[src/rtl/core/priority_schedule_wait_times_unit_defines.svh]
// Assertion macros shared by the priority scheduler RTL.
// Each macro expects i_clk and i_rst_n to exist in the module that uses it.
`ifndef PRIORITY_SCHEDULE_WAIT_TIMES_UNIT_DEFINES_SVH
`define PRIORITY_SCHEDULE_WAIT_TIMES_UNIT_DEFINES_SVH

`ifndef NO_ASSERTIONS

`define PSW_ASSERT(lbl, prop, msg) \
    lbl: assert property (@(posedge i_clk) disable iff (!i_rst_n) (prop)) \
        else $error(msg);

`define PSW_ASSERT_NEXT(lbl, ante, cons, msg) \
    lbl: assert property (@(posedge i_clk) disable iff (!i_rst_n) (ante) |=> (cons)) \
        else $error(msg);

`else

`define PSW_ASSERT(lbl, prop, msg)

`define PSW_ASSERT_NEXT(lbl, ante, cons, msg)

`endif

`endif

[src/rtl/core/psw_pkg.sv]
// Shared types, widths and helpers of the priority scheduler.
// Used by the controller, the datapath and the top level.
`timescale 1ns / 1ps

package psw_pkg;

    localparam int unsigned PSW_MAX_JOBS = 16;

    localparam int unsigned BURST_W     = 16;
    localparam int unsigned PRIO_W      = 8;
    localparam int unsigned JOB_NUM_W   = 5;
    localparam int unsigned TIME_W      = 20;
    localparam int unsigned TOT_WAIT_W  = 23;
    localparam int unsigned TOT_TAT_W   = 24;
    localparam int unsigned AVG_W       = 28;
    localparam int unsigned FRAC_BITS   = 8;

    // Commands from the controller to the datapath.
    typedef struct packed {
        logic store;
        logic sort_init;
        logic rd_i;
        logic load_cur;
        logic cmp_step;
        logic write_i;
        logic emit_init;
        logic rd_k;
        logic load_out;
        logic div_start;
        logic load_final;
        logic next_k;
        logic end_set;
    } t_cmd;

    // Status from the datapath to the controller.
    typedef struct packed {
        logic is_last;
        logic i_last;
        logic j_last;
        logic k_last;
        logic div_done;
    } t_status;

    // Clamp an unsigned value to the largest value of a w-bit field.
    function automatic logic [63:0] sat_u(input logic [63:0] v, input int unsigned w);
        logic [63:0] lim;
        lim = (64'd1 << w) - 64'd1;
        return (v > lim) ? lim : v;
    endfunction

endpackage

[src/rtl/core/priority_schedule_wait_times_unit.sv]
// Non-preemptive priority scheduler: takes jobs one request per cycle while idle and
// stores them; the job marked last starts scheduling, during which input requests stall.
// The job table has one write port and one read port; the exchange sort works through it
// row by row, then each result is read, computed and presented, held while the output stalls,
// and the final result also waits for the two bit-serial average dividers of TW + 8 bits,
// TW being 16 + 2*clog2(MAX_JOBS).
// Top level; depends on psw_pkg, psw_ctrl, psw_dp and their submodules.
`timescale 1ns / 1ps

module priority_schedule_wait_times_unit #(
    parameter int unsigned MAX_JOBS = psw_pkg::PSW_MAX_JOBS
) (
    input  logic                            i_clk,
    input  logic                            i_rst_n,
    input  logic                            i_in_valid,
    output logic                            o_in_stall,
    input  logic [psw_pkg::BURST_W-1:0]     i_burst,
    input  logic [psw_pkg::PRIO_W-1:0]      i_priority_req,
    input  logic                            i_is_last,
    output logic                            o_out_valid,
    input  logic                            i_out_stall,
    output logic [psw_pkg::JOB_NUM_W-1:0]   o_job_number,
    output logic [psw_pkg::BURST_W-1:0]     o_job_burst,
    output logic [psw_pkg::TIME_W-1:0]      o_wait_time,
    output logic [psw_pkg::TIME_W-1:0]      o_turnaround,
    output logic [psw_pkg::TOT_WAIT_W-1:0]  o_total_wait,
    output logic [psw_pkg::TOT_TAT_W-1:0]   o_total_turnaround,
    output logic [psw_pkg::AVG_W-1:0]       o_avg_wait,
    output logic [psw_pkg::AVG_W-1:0]       o_avg_turnaround,
    output logic                            o_jobs_dropped,
    output logic                            o_last_result
);

    import psw_pkg::*;

    t_cmd    w_cmd;
    t_status w_status;

    psw_ctrl u_ctrl (
        .i_clk       (i_clk),
        .i_rst_n     (i_rst_n),
        .i_in_valid  (i_in_valid),
        .i_out_stall (i_out_stall),
        .i_status    (w_status),
        .o_cmd       (w_cmd),
        .o_in_stall  (o_in_stall),
        .o_out_valid (o_out_valid)
    );

    psw_dp #(
        .MAX_JOBS (MAX_JOBS)
    ) u_dp (
        .i_clk              (i_clk),
        .i_rst_n            (i_rst_n),
        .i_cmd              (w_cmd),
        .o_status           (w_status),
        .i_burst            (i_burst),
        .i_priority_req     (i_priority_req),
        .i_is_last          (i_is_last),
        .o_job_number       (o_job_number),
        .o_job_burst        (o_job_burst),
        .o_wait_time        (o_wait_time),
        .o_turnaround       (o_turnaround),
        .o_total_wait       (o_total_wait),
        .o_total_turnaround (o_total_turnaround),
        .o_avg_wait         (o_avg_wait),
        .o_avg_turnaround   (o_avg_turnaround),
        .o_jobs_dropped     (o_jobs_dropped),
        .o_last_result      (o_last_result)
    );

endmodule

[src/rtl/core/psw_ram.sv]
// Generic single-write, single-read RAM with a registered read port.
// No dependencies.
`timescale 1ns / 1ps

module psw_ram #(
    parameter int unsigned WIDTH = 8,
    parameter int unsigned DEPTH = 16
) (
    input  logic                     i_clk,
    input  logic                     i_wr_en,
    input  logic [$clog2(DEPTH)-1:0] i_wr_addr,
    input  logic [WIDTH-1:0]         i_wr_data,
    input  logic                     i_rd_en,
    input  logic [$clog2(DEPTH)-1:0] i_rd_addr,
    output logic [WIDTH-1:0]         o_rd_data
);

    logic [WIDTH-1:0] r_mem [DEPTH];
    logic [WIDTH-1:0] r_rd_data;

    always_ff @(posedge i_clk) begin
        if (i_wr_en) begin
            r_mem[i_wr_addr] <= i_wr_data;
        end
        if (i_rd_en) begin
            r_rd_data <= r_mem[i_rd_addr];
        end
    end

    assign o_rd_data = r_rd_data;

endmodule

[src/rtl/core/psw_div.sv]
// Restoring divider, one quotient bit per cycle.
// Depends on the assertion macro header.
`timescale 1ns / 1ps
`include "priority_schedule_wait_times_unit_defines.svh"

module psw_div #(
    parameter int unsigned DW = 32,
    parameter int unsigned VW = 5
) (
    input  logic          i_clk,
    input  logic          i_rst_n,
    input  logic          i_start,
    input  logic [DW-1:0] i_dividend,
    input  logic [VW-1:0] i_divisor,
    output logic          o_done,
    output logic [DW-1:0] o_quotient
);

    localparam int unsigned CNT_W = $clog2(DW + 1);

    logic             r_busy;
    logic             r_done;
    logic [CNT_W-1:0] r_cnt;
    logic [VW-1:0]    r_div;
    logic [VW-1:0]    r_rem;
    logic [DW-1:0]    r_quo;

    logic [VW:0]      w_shifted;
    logic [VW:0]      w_diff;
    logic             w_ge;

    always_comb begin
        w_shifted = {r_rem, r_quo[DW-1]};
        w_diff    = w_shifted - {1'b0, r_div};
        w_ge      = (w_shifted >= {1'b0, r_div});
    end

    always_ff @(posedge i_clk) begin
        if (!i_rst_n) begin
            r_busy <= 1'b0;
            r_done <= 1'b0;
            r_cnt  <= '0;
        end else begin
            r_done <= 1'b0;
            if (i_start) begin
                r_busy <= 1'b1;
                r_cnt  <= CNT_W'(DW);
                r_div  <= i_divisor;
                r_rem  <= '0;
                r_quo  <= i_dividend;
            end else if (r_busy) begin
                r_rem <= w_ge ? w_diff[VW-1:0] : w_shifted[VW-1:0];
                r_quo <= {r_quo[DW-2:0], w_ge};
                r_cnt <= r_cnt - CNT_W'(1);
                if (r_cnt == CNT_W'(1)) begin
                    r_busy <= 1'b0;
                    r_done <= 1'b1;
                end
            end
        end
    end

    assign o_done     = r_done;
    assign o_quotient = r_quo;

    `PSW_ASSERT_NEXT(a_done_single, r_done && !i_start, !r_done, "divider done held over a cycle")
    `PSW_ASSERT(a_done_after_busy, !r_done || !r_busy || i_start, "divider done while busy")
    `PSW_ASSERT_NEXT(a_start_sets_busy, i_start, r_busy && !r_done, "divider did not start")

endmodule

[src/rtl/core/psw_ctrl.sv]
// Controller of the priority scheduler: load, exchange sort, emit, divide.
// Depends on psw_pkg and the assertion macro header.
`timescale 1ns / 1ps
`include "priority_schedule_wait_times_unit_defines.svh"

module psw_ctrl (
    input  logic            i_clk,
    input  logic            i_rst_n,
    input  logic            i_in_valid,
    input  logic            i_out_stall,
    input  psw_pkg::t_status i_status,
    output psw_pkg::t_cmd    o_cmd,
    output logic            o_in_stall,
    output logic            o_out_valid
);

    import psw_pkg::*;

    typedef enum logic [3:0] {
        S_IDLE,
        S_SORT_I,
        S_LOAD_CUR,
        S_CMP,
        S_WRITE_I,
        S_EMIT_RD,
        S_EMIT_CALC,
        S_DIV_START,
        S_DIV_WAIT,
        S_OUT
    } t_state;

    t_state r_state;
    t_state n_state;
    logic   r_out_valid;
    logic   n_out_valid;
    t_cmd   w_cmd;

    always_comb begin
        w_cmd   = '0;
        n_state = r_state;
        case (r_state)
            S_IDLE: begin
                if (i_in_valid) begin
                    w_cmd.store = 1'b1;
                    if (i_status.is_last) begin
                        w_cmd.sort_init = 1'b1;
                        n_state         = S_SORT_I;
                    end
                end
            end
            S_SORT_I: begin
                if (i_status.i_last) begin
                    w_cmd.emit_init = 1'b1;
                    n_state         = S_EMIT_RD;
                end else begin
                    w_cmd.rd_i = 1'b1;
                    n_state    = S_LOAD_CUR;
                end
            end
            S_LOAD_CUR: begin
                w_cmd.load_cur = 1'b1;
                n_state        = S_CMP;
            end
            S_CMP: begin
                w_cmd.cmp_step = 1'b1;
                if (i_status.j_last) begin
                    n_state = S_WRITE_I;
                end
            end
            S_WRITE_I: begin
                w_cmd.write_i = 1'b1;
                n_state       = S_SORT_I;
            end
            S_EMIT_RD: begin
                w_cmd.rd_k = 1'b1;
                n_state    = S_EMIT_CALC;
            end
            S_EMIT_CALC: begin
                w_cmd.load_out = 1'b1;
                n_state        = i_status.k_last ? S_DIV_START : S_OUT;
            end
            S_DIV_START: begin
                w_cmd.div_start = 1'b1;
                n_state         = S_DIV_WAIT;
            end
            S_DIV_WAIT: begin
                if (i_status.div_done) begin
                    w_cmd.load_final = 1'b1;
                    n_state          = S_OUT;
                end
            end
            S_OUT: begin
                if (!i_out_stall) begin
                    if (i_status.k_last) begin
                        w_cmd.end_set = 1'b1;
                        n_state       = S_IDLE;
                    end else begin
                        w_cmd.next_k = 1'b1;
                        n_state      = S_EMIT_RD;
                    end
                end
            end
            default: begin
                n_state = S_IDLE;
            end
        endcase
        n_out_valid = (n_state == S_OUT);
    end

    always_ff @(posedge i_clk) begin
        if (!i_rst_n) begin
            r_state     <= S_IDLE;
            r_out_valid <= 1'b0;
        end else begin
            r_state     <= n_state;
            r_out_valid <= n_out_valid;
        end
    end

    assign o_cmd       = w_cmd;
    assign o_in_stall  = (r_state != S_IDLE);
    assign o_out_valid = r_out_valid;

    `PSW_ASSERT(a_no_input_during_output, !r_out_valid || o_in_stall, "input ready while a result is pending")
    `PSW_ASSERT_NEXT(a_final_frees_input, r_out_valid && !i_out_stall && i_status.k_last, !o_in_stall && !r_out_valid, "set did not close after the final result")
    `PSW_ASSERT_NEXT(a_last_job_starts_sort, i_in_valid && !o_in_stall && i_status.is_last, o_in_stall, "last job did not start scheduling")

endmodule

[src/rtl/core/psw_dp.sv]
// Datapath of the priority scheduler: job table, sort registers, time sums, dividers.
// Depends on psw_pkg, psw_ram, psw_div and the assertion macro header.
`timescale 1ns / 1ps
`include "priority_schedule_wait_times_unit_defines.svh"

module psw_dp #(
    parameter int unsigned MAX_JOBS = psw_pkg::PSW_MAX_JOBS
) (
    input  logic                            i_clk,
    input  logic                            i_rst_n,
    input  psw_pkg::t_cmd                   i_cmd,
    output psw_pkg::t_status                o_status,
    input  logic [psw_pkg::BURST_W-1:0]     i_burst,
    input  logic [psw_pkg::PRIO_W-1:0]      i_priority_req,
    input  logic                            i_is_last,
    output logic [psw_pkg::JOB_NUM_W-1:0]   o_job_number,
    output logic [psw_pkg::BURST_W-1:0]     o_job_burst,
    output logic [psw_pkg::TIME_W-1:0]      o_wait_time,
    output logic [psw_pkg::TIME_W-1:0]      o_turnaround,
    output logic [psw_pkg::TOT_WAIT_W-1:0]  o_total_wait,
    output logic [psw_pkg::TOT_TAT_W-1:0]   o_total_turnaround,
    output logic [psw_pkg::AVG_W-1:0]       o_avg_wait,
    output logic [psw_pkg::AVG_W-1:0]       o_avg_turnaround,
    output logic                            o_jobs_dropped,
    output logic                            o_last_result
);

    import psw_pkg::*;

    localparam int unsigned AW = $clog2(MAX_JOBS);
    localparam int unsigned CW = $clog2(MAX_JOBS + 1);
    localparam int unsigned EW = CW + PRIO_W + BURST_W;
    localparam int unsigned WW = BURST_W + $clog2(MAX_JOBS);
    localparam int unsigned TW = BURST_W + 2 * $clog2(MAX_JOBS);
    localparam int unsigned DW = TW + FRAC_BITS;
    localparam int unsigned PRIO_LO = BURST_W;
    localparam int unsigned NUM_LO  = BURST_W + PRIO_W;

    logic [CW-1:0] r_count;
    logic          r_ovf;
    logic [AW-1:0] r_i;
    logic [AW-1:0] r_j;
    logic [AW-1:0] r_k;
    logic [EW-1:0] r_cur;
    logic [WW-1:0] r_wait;
    logic [TW-1:0] r_tot_w;
    logic [TW-1:0] r_tot_t;

    logic [JOB_NUM_W-1:0]  r_job_number;
    logic [BURST_W-1:0]    r_job_burst;
    logic [TIME_W-1:0]     r_wait_time;
    logic [TIME_W-1:0]     r_turnaround;
    logic [TOT_WAIT_W-1:0] r_total_wait;
    logic [TOT_TAT_W-1:0]  r_total_tat;
    logic [AVG_W-1:0]      r_avg_wait;
    logic [AVG_W-1:0]      r_avg_tat;
    logic                  r_dropped;
    logic                  r_last;

    logic          w_full;
    logic          w_wr_en;
    logic [AW-1:0] w_wr_addr;
    logic [EW-1:0] w_wr_data;
    logic          w_rd_en;
    logic [AW-1:0] w_rd_addr;
    logic [EW-1:0] w_rd_data;
    logic          w_swap;
    logic [CW-1:0] w_num_new;

    logic [WW-1:0] w_tat;
    logic [TW-1:0] w_sum_w;
    logic [TW-1:0] w_sum_t;
    logic [63:0]   w_sat_num;
    logic [63:0]   w_sat_wait;
    logic [63:0]   w_sat_tat;
    logic [63:0]   w_sat_tot_w;
    logic [63:0]   w_sat_tot_t;
    logic [63:0]   w_sat_avg_w;
    logic [63:0]   w_sat_avg_t;

    logic          w_done_w;
    logic          w_done_t;
    logic [DW-1:0] w_quo_w;
    logic [DW-1:0] w_quo_t;

    always_comb begin
        w_full    = (r_count >= CW'(MAX_JOBS));
        w_num_new = r_count + CW'(1);
        w_swap    = (r_cur[PRIO_LO +: PRIO_W] > w_rd_data[PRIO_LO +: PRIO_W]);

        w_wr_en   = 1'b0;
        w_wr_addr = r_i;
        w_wr_data = r_cur;
        if (i_cmd.store) begin
            w_wr_en   = !w_full;
            w_wr_addr = r_count[AW-1:0];
            w_wr_data = {w_num_new, i_priority_req, i_burst};
        end else if (i_cmd.cmp_step) begin
            // The entry at j takes the held entry when it is swapped out.
            w_wr_en   = w_swap;
            w_wr_addr = r_j;
        end else if (i_cmd.write_i) begin
            w_wr_en   = 1'b1;
            w_wr_addr = r_i;
        end

        w_rd_en   = 1'b0;
        w_rd_addr = r_k;
        if (i_cmd.rd_i) begin
            w_rd_en   = 1'b1;
            w_rd_addr = r_i;
        end else if (i_cmd.load_cur) begin
            w_rd_en   = 1'b1;
            w_rd_addr = r_i + AW'(1);
        end else if (i_cmd.cmp_step) begin
            w_rd_en   = !o_status.j_last;
            w_rd_addr = r_j + AW'(1);
        end else if (i_cmd.rd_k) begin
            w_rd_en   = 1'b1;
            w_rd_addr = r_k;
        end

        w_tat   = r_wait + WW'(w_rd_data[BURST_W-1:0]);
        w_sum_w = r_tot_w + TW'(r_wait);
        w_sum_t = r_tot_t + TW'(w_tat);

        w_sat_num   = sat_u(64'(w_rd_data[NUM_LO +: CW]), JOB_NUM_W);
        w_sat_wait  = sat_u(64'(r_wait), TIME_W);
        w_sat_tat   = sat_u(64'(w_tat), TIME_W);
        w_sat_tot_w = sat_u(64'(r_tot_w), TOT_WAIT_W);
        w_sat_tot_t = sat_u(64'(r_tot_t), TOT_TAT_W);
        w_sat_avg_w = sat_u(64'(w_quo_w), AVG_W);
        w_sat_avg_t = sat_u(64'(w_quo_t), AVG_W);

        o_status.is_last  = i_is_last;
        o_status.i_last   = ((CW'(r_i) + CW'(1)) >= r_count);
        o_status.j_last   = ((CW'(r_j) + CW'(1)) >= r_count);
        o_status.k_last   = ((CW'(r_k) + CW'(1)) >= r_count);
        o_status.div_done = w_done_w && w_done_t;
    end

    always_ff @(posedge i_clk) begin
        if (!i_rst_n) begin
            r_count <= '0;
            r_ovf   <= 1'b0;
        end else begin
            if (i_cmd.store) begin
                if (w_full) begin
                    r_ovf <= 1'b1;
                end else begin
                    r_count <= w_num_new;
                end
            end else if (i_cmd.end_set) begin
                r_count <= '0;
                r_ovf   <= 1'b0;
            end
        end
    end

    always_ff @(posedge i_clk) begin
        if (i_cmd.sort_init) begin
            r_i <= '0;
        end else if (i_cmd.write_i) begin
            r_i <= r_i + AW'(1);
        end

        if (i_cmd.load_cur) begin
            r_cur <= w_rd_data;
            r_j   <= r_i + AW'(1);
        end else if (i_cmd.cmp_step) begin
            if (w_swap) begin
                r_cur <= w_rd_data;
            end
            if (!o_status.j_last) begin
                r_j <= r_j + AW'(1);
            end
        end

        if (i_cmd.emit_init) begin
            r_k     <= '0;
            r_wait  <= '0;
            r_tot_w <= '0;
            r_tot_t <= '0;
        end else if (i_cmd.next_k) begin
            r_k <= r_k + AW'(1);
        end else if (i_cmd.load_out) begin
            r_wait  <= w_tat;
            r_tot_w <= w_sum_w;
            r_tot_t <= w_sum_t;
        end

        if (i_cmd.load_out) begin
            r_job_number <= w_sat_num[JOB_NUM_W-1:0];
            r_job_burst  <= w_rd_data[BURST_W-1:0];
            r_wait_time  <= w_sat_wait[TIME_W-1:0];
            r_turnaround <= w_sat_tat[TIME_W-1:0];
            r_total_wait <= '0;
            r_total_tat  <= '0;
            r_avg_wait   <= '0;
            r_avg_tat    <= '0;
            r_dropped    <= 1'b0;
            r_last       <= 1'b0;
        end else if (i_cmd.load_final) begin
            r_total_wait <= w_sat_tot_w[TOT_WAIT_W-1:0];
            r_total_tat  <= w_sat_tot_t[TOT_TAT_W-1:0];
            r_avg_wait   <= w_sat_avg_w[AVG_W-1:0];
            r_avg_tat    <= w_sat_avg_t[AVG_W-1:0];
            r_dropped    <= r_ovf;
            r_last       <= 1'b1;
        end
    end

    psw_ram #(
        .WIDTH (EW),
        .DEPTH (MAX_JOBS)
    ) u_table (
        .i_clk     (i_clk),
        .i_wr_en   (w_wr_en),
        .i_wr_addr (w_wr_addr),
        .i_wr_data (w_wr_data),
        .i_rd_en   (w_rd_en),
        .i_rd_addr (w_rd_addr),
        .o_rd_data (w_rd_data)
    );

    psw_div #(
        .DW (DW),
        .VW (CW)
    ) u_div_wait (
        .i_clk      (i_clk),
        .i_rst_n    (i_rst_n),
        .i_start    (i_cmd.div_start),
        .i_dividend ({r_tot_w, {FRAC_BITS{1'b0}}}),
        .i_divisor  (r_count),
        .o_done     (w_done_w),
        .o_quotient (w_quo_w)
    );

    psw_div #(
        .DW (DW),
        .VW (CW)
    ) u_div_tat (
        .i_clk      (i_clk),
        .i_rst_n    (i_rst_n),
        .i_start    (i_cmd.div_start),
        .i_dividend ({r_tot_t, {FRAC_BITS{1'b0}}}),
        .i_divisor  (r_count),
        .o_done     (w_done_t),
        .o_quotient (w_quo_t)
    );

    assign o_job_number       = r_job_number;
    assign o_job_burst        = r_job_burst;
    assign o_wait_time        = r_wait_time;
    assign o_turnaround       = r_turnaround;
    assign o_total_wait       = r_total_wait;
    assign o_total_turnaround = r_total_tat;
    assign o_avg_wait         = r_avg_wait;
    assign o_avg_turnaround   = r_avg_tat;
    assign o_jobs_dropped     = r_dropped;
    assign o_last_result      = r_last;

    `PSW_ASSERT(a_count_in_range, r_count <= CW'(MAX_JOBS), "job count beyond table size")
    `PSW_ASSERT_NEXT(a_tat_not_below_wait, i_cmd.load_out, r_turnaround >= r_wait_time, "turnaround below waiting time")
    `PSW_ASSERT(a_dividers_in_step, w_done_w == w_done_t, "average dividers out of step")

endmodule

[config.mk]
export PLATFORM = sky130hd
export DESIGN_NAME = priority_schedule_wait_times_unit
export DESIGN_NICKNAME = d
export VERILOG_FILES = /design/src/rtl/core/psw_pkg.sv /design/src/rtl/core/priority_schedule_wait_times_unit.sv /design/src/rtl/core/psw_ram.sv /design/src/rtl/core/psw_div.sv /design/src/rtl/core/psw_ctrl.sv /design/src/rtl/core/psw_dp.sv
export VERILOG_INCLUDE_DIRS = /design/src /design/src/rtl/core
export SDC_FILE = /design/constraint.sdc
export NUM_CORES = 1
export LEC_CHECK = 0
export BUFFER_PORTS_ARGS = -buffer_cell sky130_fd_sc_hd__clkbuf_2
export CORE_ASPECT_RATIO = 1.25
export CORE_MARGIN = 1
export CORE_UTILIZATION = 61
export CTS_BUF_LIST = sky130_fd_sc_hd__clkbuf_16
export DETAILED_ROUTE_END_ITERATION = 16
export HOLD_SLACK_MARGIN = 0.12
export PLACE_DENSITY = 0.9
export SYNTH_ARGS = -nofsm -noshare
export SYNTH_HDL_FRONTEND = slang
export SYNTH_SLANG_ARGS = --single-unit
[constraint.sdc]
create_clock -name i_clk -period 5.3 [get_ports i_clk]
set_input_delay 0.795 -clock i_clk [delete_from_list [all_inputs] [get_ports i_clk]]
set_output_delay 0.795 -clock i_clk [all_outputs]
set_load 0.1 [all_outputs]
**Word-level counts from Yosys, hierarchy flattened**

Memory sizes are Yosys's and may differ from the RTL's. A register that Yosys moved wholly into a read port is not among the register bits.
Index checks and enable logic that the tools add are counted.

- Register bits: 381
- RAM bits: 464
- Bits of input ports: 29
- Output and inout port bits: 168
- Memories: 1

- $add $sub $neg: 14
- $lt $le $gt $ge: 10
- Eq/ne operators: 15
- Mux-type cells: 78
- Bitwise logic cells: 4
- Reduce and logical (&&, ||, !) cells: 21

Memory list:

| name | words | bits a word | rd ports | clocked after memory_dff | wr ports | RTL line | RTL |
|---|---|---|---|---|---|---|---|
| u_dp.u_table.r_mem | 16 | 29 | 1 | 1 | 1 | psw_ram.sv:18 | `logic [WIDTH-1:0] r_mem [DEPTH];` |

Operators with widths:

| operator | number |
|---|---|
| $mux 32 | 4 |
| $mux 29 | 4 |
| $gt 32x28->1 const B | 2 |
| $mux 28 | 2 |
| $mux 4 | 14 |
| $add 24x20->24 | 2 |
| $pmux 4 s10 | 1 |
| $mux 1 | 35 |
| $mux 5 | 7 |
| $gt 24x23->1 const B | 1 |
| $mux 6 | 4 |
| $mux 23 | 1 |
| $add 20x16->20 | 1 |
| $eq 4x3->1 const B | 4 |
| $reduce_and 2->1 | 8 |
| $add 4x1->5 const B | 3 |
| $ge 5x5->1 | 3 |
| $add 4x1->4 const B | 3 |
| $eq 4x4->1 const B | 3 |
| $eq 6x1->1 const B | 2 |
| $ge 6x5->1 | 2 |
| $sub 6x1->6 const B | 2 |
| $reduce_bool 2->1 | 5 |
| $sub 5x5->5 | 2 |
| 16 further kinds | 27 |

**Longest topological paths before layout**

Gate-level depths: netlist of run 1.

- Depth after elaboration: 7
- Depth in mapped cells: 19
- Mapped depth without buffers: 18

**Cells and area by module**

Synthesis of run 1 repeated with hierarchy kept, for this count alone.

- Cell total of the unflattened synthesis: 2,524
- Area, all modules: 36,587.6 um2

Modules (own cells, without submodules):

| module | instances | cells an instance | area each (um2) | seq. area each (um2) |
|---|---|---|---|---|
| psw_ram | 1 | 761 | 18,322.6 | 14,804.2 |
| psw_dp | 1 | 1,380 | 13,269.0 | 6,566.3 |
| psw_div | 2 | 161 | 2,287.2 | 1,421.4 |
| psw_ctrl | 1 | 61 | 421.7 | 100.1 |

**Worst setup path before layout of run 1**

OpenSTA, ideal clock, no wires.

- Path type: register to register
- From: register u_dp.r_i[1]
- To: register u_dp.u_table.r_rd_data[0] (netlist: u_dp.u_table.o_rd_data[0]), read port of u_dp.u_table.r_mem, enable pin
- Library setup time: 0.462 ns
- Data arrival time: 3.984 ns
- Setup slack: 0.854 ns
- Stages on the path, launching flop included: 9
- Path buffers: 0
- Cell sequence: dfxtp_1 -> ha_1 -> ha_1 -> a21oi_1 -> o21ai_0 -> a21o_1 -> a21oi_1 -> o21ai_0 -> o31ai_1

- Word-level cells in the longest chain between the ends: 5
- Elaborated cells on any way between the ends: 8

Ends and longest elaborated chain:

| what | RTL line | RTL |
|---|---|---|
| start, declared | psw_dp.sv:41 | `logic [AW-1:0] r_i;` |
| start signal, assigned | psw_dp.sv:164 | `r_i <= r_i + AW'(1);` |
| $add 4x1->5 | psw_dp.sv:136 | `o_status.i_last = ((CW'(r_i) + CW'(1)) >= r_count);` |
| $ge 5x5->1 | psw_dp.sv:136 |  |
| $mux 1 | psw_ctrl.sv:52 | `if (i_status.i_last) begin` |
| $mux 1 | psw_ctrl.sv:41 | `case (r_state)` |
| $mux 1 | psw_dp.sv:109 | `if (i_cmd.rd_i) begin` |
| net u_dp.u_table.i_rd_en | psw_ram.sv:13 | `input logic i_rd_en,` |
| end, declared | psw_ram.sv:19 | `logic [WIDTH-1:0] r_rd_data;` |

The timed path passes the listed nets, and every way through them passes these cells.
A chain may end at the register's enable or synchronous reset.

**Worst setup path in the final report of run 1**

- From: register u_dp.u_table.r_rd_data[0] (netlist: u_dp.u_table.o_rd_data[0]), read port of u_dp.u_table.r_mem
- To: register u_dp.r_tot_t[23]

- Word-level cells in the longest chain between the ends: 2

Ends and longest elaborated chain:

| what | RTL line | RTL |
|---|---|---|
| $add 20x16->20 | psw_dp.sv:123 | `w_tat = r_wait + WW'(w_rd_data[BURST_W-1:0]);` |
| net u_dp.w_tat[10] | psw_dp.sv:70 | `logic [WW-1:0] w_tat;` |
| $add 24x20->24 | psw_dp.sv:125 | `w_sum_t = r_tot_t + TW'(w_tat);` |
| end signal, assigned | psw_dp.sv:189 | `r_tot_t <= w_sum_t;` |
| end, declared | psw_dp.sv:47 | `logic [TW-1:0] r_tot_t;` |

The timed path passes the listed nets, and every way through them passes these cells.

==> results of run 1 <==
cells in the mapped netlist (57+ instances only):
cell type  instances  area [µm²]
nand2_1          385        1445
mux2i_1           71       710.7
clkbuf_1         161       604.3
a221o_1           60       600.6
o311a_1           57       570.6
dfxtp_1          208        4164
a221oi_1          60       525.5
and3_1           126       788.3
ha_1              99        1239
a2111oi_0         63       551.8
a21oi_1          130       650.6
nor3_1            77       385.4
edfxtp_1         666       20000
nor2_1           159       596.8
worst paths after layout:
| check | startpoint | endpoint | slack, ns |
|---|---|---|---|
| min | u_dp.u_table.o_rd_data[20] | u_dp.r_cur[20] | 0.45 |
| max reg2reg | u_dp.u_table.o_rd_data[0] | u_dp.r_tot_t[23] | 0.33 |
| max | u_dp.u_table.o_rd_data[0] | u_dp.r_tot_t[23] | 0.33 |
| min reg2reg | u_dp.u_table.o_rd_data[20] | u_dp.r_cur[20] | 0.45 |
per-layer routing:
metal,routed length [µm],vias to the layer above
li1,-,11613
met1,35450,12864
met2,48660,1844
met3,10280,380
met4,5895,0
met5,0,-
sequential cells by signal, indices dropped and copies added, names as in the netlist, 6 cells and up:
register	flops
u_dp.o_avg_turnaround	28
u_dp.o_avg_wait	28
u_dp.o_job_burst	16
u_dp.o_total_turnaround	24
u_dp.o_total_wait	23
u_dp.o_turnaround	20
u_dp.o_wait_time	20
u_dp.r_cur	29
u_dp.r_tot_t	24
u_dp.r_tot_w	24
u_dp.r_wait	20
u_dp.u_div_tat.o_quotient	32
u_dp.u_div_tat.r_cnt	6
u_dp.u_div_wait.o_quotient	32
u_dp.u_div_wait.r_cnt	6
u_dp.u_table.o_rd_data	29
u_dp.u_table.r_mem	464
worst reg2reg max path, delay by kind of cell (launching register included):
| family | cells | cell delay (ns) |
|---|---|---|
| XOR/XNOR | 1 | 0.21 |
| flip-flops | 1 | 0.42 |
| AO/OA/AOI/OAI | 10 | 2.40 |
| AND/OR/NAND/NOR | 3 | 0.77 |
| adder cells (fa/ha/maj) | 3 | 1.05 |
logic make-up (layout without fill, tap and decap cells):
family	count (synthesis)	count (layout)	synth area share, %
and+or+nand+nor	922	922	11.63
DFF	874	874	64.13
AOI/OAI and AO/OA	612	612	12.84
buffers and inverters	246	456	2.603
muxes	129	129	3.619
adders and majority gates	104	104	3.553
xor gates and xnor gates	70	70	1.627
other	0	1	0
layout by cell type (no fill, tap or decap), types with 8 or more instances in the layout:
cell type	netlist	final
or4_1	30	30
a31oi_1	8	8
clkinv_1	1	17
and2_1	19	19
ha_1	99	99
a211oi_1	18	18
xnor2_1	44	44
o311a_1	57	57
mux2_1	30	30
edfxtp_1	666	666
o221a_2	56	56
xor2_1	26	26
clkbuf_16	0	85
nand2b_1	21	21
clkbuf_2	0	196
nor2_2	1	16
mux2i_1	71	71
a2111oi_0	63	62
o21ai_0	50	48
buf_4	0	52
nor2b_1	17	17
a21boi_0	8	8
nor4_1	11	11
mux2_2	28	28
a221o_1	60	60
nor2_1	159	140
or3_1	9	9
inv_1	47	67
o21a_1	21	20
a21o_1	35	35
nand2_1	385	384
nand3_1	31	29
a221oi_1	60	60
bufinv_16	0	8
nor3_1	77	76
a21oi_1	130	130
dfxtp_1	208	208
and3_1	126	124
clkinv_2	0	16
final cells by class:
cell class | instances | area share, %
Antenna cell | 1 | 0.005924
Clock buffer | 85 | 5.035
Clock inverter | 70 | 1.386
Inverter | 48 | 0.4384
Multi-Input combinational cell | 1837 | 30.01
Sequential cell | 874 | 57.20
Tap cell | 824 | 2.441
Timing Repair Buffer | 253 | 3.483
power by group through the flow:
stage          Sequential, W  Combinational [W]  Clock [W]
6_report             0.00919            0.00603    0.00592
5_1_grt              0.00922            0.00637    0.00620
4_1_cts              0.00917            0.00587    0.00595
3_5_place_dp         0.00930            0.00578          0
3_3_place_gp         0.00925            0.00552          0
2_1_floorplan        0.00916            0.00401          0
through the flow:
stage	utilization [%]	hold slack (ns)	total power [W]	instances
floorplan	-	0.4215	0.01317	2957
global route	69.35	0.4547	0.02179	3991
finish	69.35	0.4498	0.02114	3992
global placement	64.90	0.4349	0.01477	3836
detailed placement	64.90	0.4364	0.01508	3836
CTS	69.35	0.4228	0.02098	3991
==> metrics, run 1 <==
max_slew headroom=between 20% and 30%; worst-skew pair later-pin latency=0.66 ns; #FFs+latches synth=874; Routed WL=100,300 µm; die height=279.9 µm; Clk network pwr share=28.0%; area of the multi-input gates=12,680 µm²; total grt overflow=0; num ports=197; DR vias/cell=6.689; Max stage delay cell, worst path=a211oi_1; CTS Hold Buffers Added=0; Worst Hold Path Cells=0; share of layout cells above drive strength 1=16.04%; actual slew at the worst max-slew pin=1.153 ns; Hold Crit Class=reg2reg; first drt pass iteration count=6; routability-driven placement congestion ratio=slightly above 0.9; Area growth syn-to-layout=12.11%; first-pass GRT wire length=151,400 µm; dpl hpwl=58,910 µm; Worst Setup End Kind=register; met2 usage=52.21%; Synth cell types=80; internal power=0.01408 W; largest net degree at the start of global routing=117; Max Root-Sink Buffers=3; critical path's top delay family=compound AO/OA/AOI/OAI gates; number of synthesized flops with an enable pin=~670; Logic pwr share=28.5%; Max H-tree Level=3; sequential share of power=43.5%; Post-Synthesis Cells=about 3,000; Pleak=15.46 nW; R2R cell count=17; max-cap violation count=0; met3 Use GR=6.157%; clock sinks=approximately 900; Startpoint Class=register; Yosys warnings=0; RSZ-0062 raised after global routing=false; Final Max Slew Viols=0; CTS tree=done; register area share after synthesis=64.13%; Crit path depth=17; initial antenna violation count=1; final net count=3,231; gr usage total=31.61%; Worst-path clk slew=about 0.060 ns; Remaining DRCs=0; Req. time, crit path=5.80 ns; worst path arrival time=roughly 5.5 ns; crit-path cells=ha_1 -> fa_1 -> a21oi_1 -> nor2_1 -> nor4_1 -> o21bai_1 -> a21oi_1 -> xnor2_1 -> ha_1 -> a21o_1 -> a21o_1 -> a21o_1 -> a21o_1 -> a211oi_1 -> o211a_1 -> or3_1 -> a21oi_1; core area=slightly above 60,000 µm²; clock tree root driver cell=clkbuf_16; endpoints failing hold=0; Setup WS pre-CTS=approximately 0.43 ns; final worst slack=0.3297 ns; net switching power=0.007062 W; synthesized area=about 38,000 µm²; Worst VDD drop=394.8 µV; DRT iter0 DRCs=3,289; Mapped Nets=3,090; Most common cell on crit path=a21o_1; final setup fails=0; async set-reset flop share out of synthesis=0%; post_cts resized=0; DIE WIDTH=224.3 µm; via count=26,701; Most Crowded Layer GR=met2; register area=24,160 µm²; buffers and inverters on the worst path=0; routed length per instance=approximately 25 µm; initial core utilization=61.86%; Cell Pwr Density=500.5 nW/µm²; setup TNS=0 ns; CTS buffer count=84; Worst Path Max Fanout=5; Die ar.=62,770 µm²; met1 Track Usage GR=38.44%; final instance area=42,240 µm²; filler cell count=3,940; I/O Buffers=196; Tmin final=4.970 ns; syn avg cell area=12.74 µm²; Max stage delay on crit path=0.62 ns; vias in the first global route=26,439; status=finished, final reports clean; Post-CTS Setup Bufs=0; Sw Ratio=33.40%; Placed Area=39,530 µm²; period utilisation layout=between 90% and 100%; Routed Antenna Nets=0; Setup Crit Path Kind=reg2reg; Max Freq=roughly 0.2 GHz; Main synth FF type=edfxtp_1; Fin Clk Skew=0.03267 ns; num rows=101
Power figures use the tool's default switching activity.
==> run 2: changes to the inputs <==
--- a/config.mk
+++ b/config.mk
@@ -13,7 +13,7 @@
 export CTS_BUF_LIST = sky130_fd_sc_hd__clkbuf_16
 export DETAILED_ROUTE_END_ITERATION = 16
 export HOLD_SLACK_MARGIN = 0.12
-export PLACE_DENSITY = 0.9
+export PLACE_DENSITY = 0.85
 export SYNTH_ARGS = -nofsm -noshare
 export SYNTH_HDL_FRONTEND = slang
 export SYNTH_SLANG_ARGS = --single-unit
==> run 2 against run 1 <==
Setup slack improved by 0.48 ns. Count of clock-buffer cells in the layout decreased by 3. Sequential power about the same. Cell area about the same. Combinational power decreased by 1%. Hold slack got worse by 0.036 ns. Critical path depth decreased by 5. Cell count decreased by 0.13%. Critical endpoint is now u_dp.u_table.o_rd_data[3]. Highest routed layer is now met5.
==> metrics, run 2 (same netlist as run 1, synthesis figures left out) <==
Setup WS pre-CTS=roughly 0.84 ns; Routed WL=98,820 µm; Max H-tree Level=3; Req. time, crit path=5.81 ns; Max Root-Sink Buffers=3; Worst-path clk slew=0.07 ns; Clk network pwr share=28.2%; Final Max Slew Viols=0; Setup Crit Path Kind=reg2reg; die height=279.9 µm; total grt overflow=0; Logic pwr share=approximately 28%; worst path arrival time=5.00 ns; core area=between 60,000 and 70,000 µm²; first drt pass iteration count=5; RSZ-0062 raised after global routing=false; I/O Buffers=between 150 and 200; clock sinks=874; final net count=3,226; DR vias/cell=6.616; Startpoint Class=register; most frequent cells in the layout=666 x edfxtp_1, 384 x nand2_1, 208 x dfxtp_1; period utilisation layout=84.64%; DIE WIDTH=between 200 and 250 µm; CTS tree=done; routed length per instance=24.79 µm; Area growth syn-to-layout=12.20%; Top reg by flops=u_dp.u_table.r_mem; Remaining DRCs=0; Hold EP=u_dp.r_i[0]; Max Freq=0.2229 GHz; dpl hpwl=57,610 µm; gr usage total=a little under a third; Routed Antenna Nets=0; vias in the first global route=around 26,000; max-cap violation count=0; r2r endpoint=u_dp.u_table.o_rd_data[3]; actual slew at the worst max-slew pin=1.224 ns; max_slew headroom=18.42%; Sw Ratio=approximately a third; CTS buffer count=82; internal power=0.01405 W; routability-driven placement congestion ratio=around 0.95; Worst Path Max Fanout=64; largest net degree at the start of global routing=approximately 120; num rows=101; Final Power=between 0.02 and 0.025 W; R2R cell count=12; final setup fails=0; start of the worst register-to-register path=u_dp.r_i[0]; setup TNS=0 ns; Worst VDD drop=about 440 µV; Worst Setup End Kind=register; worst-skew pair later-pin latency=0.67 ns; num ports=roughly 200; Cell Pwr Density=around 500 nW/µm²; Die ar.=around 63,000 µm²; worst hold start=i_is_last; commonest non-fill, non-tap cell in the layout=edfxtp_1; Reg2Reg Setup Slack=0.81 ns; Worst Hold Path Cells=2; share of layout cells above drive strength 1=16.00%; initial core utilization=roughly three fifths; filler cell count=4,111; Post-CTS Setup Bufs=0; CTS Hold Buffers Added=0; DRT iter0 DRCs=3,107; clock tree root driver cell=clkbuf_16; initial antenna violation count=3; final worst slack=0.8140 ns; net switching power=0.007023 W; sequential share of power=43.6%; via count=26,377; max reg flops=464; Tmin final=4.486 ns; Hold Crit Class=in2reg; endpoints failing hold=0; status=finished, final reports clean; post_cts resized=0; Fin Clk Skew=roughly 0.056 ns; first-pass GRT wire length=148,800 µm; Pleak=15.45 nW
[run 2: per-stage QoR]
| stage | cells | utilization [%] | cell area, µm² | hold WS (ns) |
|---|---|---|---|---|
| after floorplan | 2957 | - | 37680 | 0.4215 |
| after CTS | 3986 | 69.40 | 42270 | 0.3876 |
| after global routing | 3986 | 69.40 | 42270 | 0.4234 |
| final | 3987 | 69.41 | 42280 | 0.4135 |
| after global placement | 3833 | 64.90 | 39530 | 0.4352 |
| after detailed placement | 3833 | 64.90 | 39530 | 0.4387 |
[run 2: metal layers]
layer | share of wire (%) | track usage, % | vias up
met3 | 9.8 | 5.758 | 327
met1 | 36 | 38.35 | 12852
li1 | - | - | 11611
met4 | 5.2 | 17.83 | 4
met2 | 49 | 51.85 | 1583
met5 | 0.023 | 0 | -
[run 2: worst max path at each step]
stage	endpoint	slack, ns	from
floorplan	u_dp.u_table.o_rd_data[0]	0.85	u_dp.r_i[1]
global placement	u_dp.r_tot_t[22]	0.72	u_dp.u_table.o_rd_data[0]
detailed placement	u_dp.r_tot_t[22]	0.84	u_dp.u_table.o_rd_data[0]
CTS	u_dp.r_tot_t[22]	0.82	u_dp.u_table.o_rd_data[0]
global route	u_dp.r_tot_t[16]	0.50	u_dp.u_table.o_rd_data[1]
finish	u_dp.u_table.o_rd_data[3]	0.81	u_dp.r_i[0]
[run 2: critical path, cell delays in order, from the launching register on]
cell and delay, ns:
dfxtp_1 0.53, ha_1 0.29, nand2_1 0.11, nor2_1 0.11, ha_1 0.26, nor3_1 0.10
o21ai_0 0.41, nand2_2 0.19, o21ai_4 0.78, buf_12 0.39, a221oi_1 0.17, a2111oi_0 0.70
or4_1 0.23
[run 2: power groups by stage]
| stage | clock (W) | sequential [W] | combinational [W] |
|---|---|---|---|
| 2_1_floorplan | 0 | 0.00916 | 0.00401 |
| 3_3_place_gp | 0 | 0.00926 | 0.00552 |
| 3_5_place_dp | 0 | 0.00929 | 0.00574 |
| 4_1_cts | 0.00597 | 0.00916 | 0.00583 |
| 5_1_grt | 0.00624 | 0.00922 | 0.00633 |
| 6_report | 0.00594 | 0.00918 | 0.00595 |
[run 2: area by class of cell]
cell class | instances | area, µm² | area share [%]
Tap cell | 824 | 1031 | 2.439
Clock buffer | 82 | 2052 | 4.854
Multi-Input combinational cell | 1837 | 12680 | 29.99
Sequential cell | 874 | 24160 | 57.16
Inverter | 48 | 185.2 | 0.4380
Clock inverter | 71 | 689.4 | 1.631
Antenna cell | 1 | 2.502 | 0.005919
Timing Repair Buffer | 250 | 1474 | 3.486
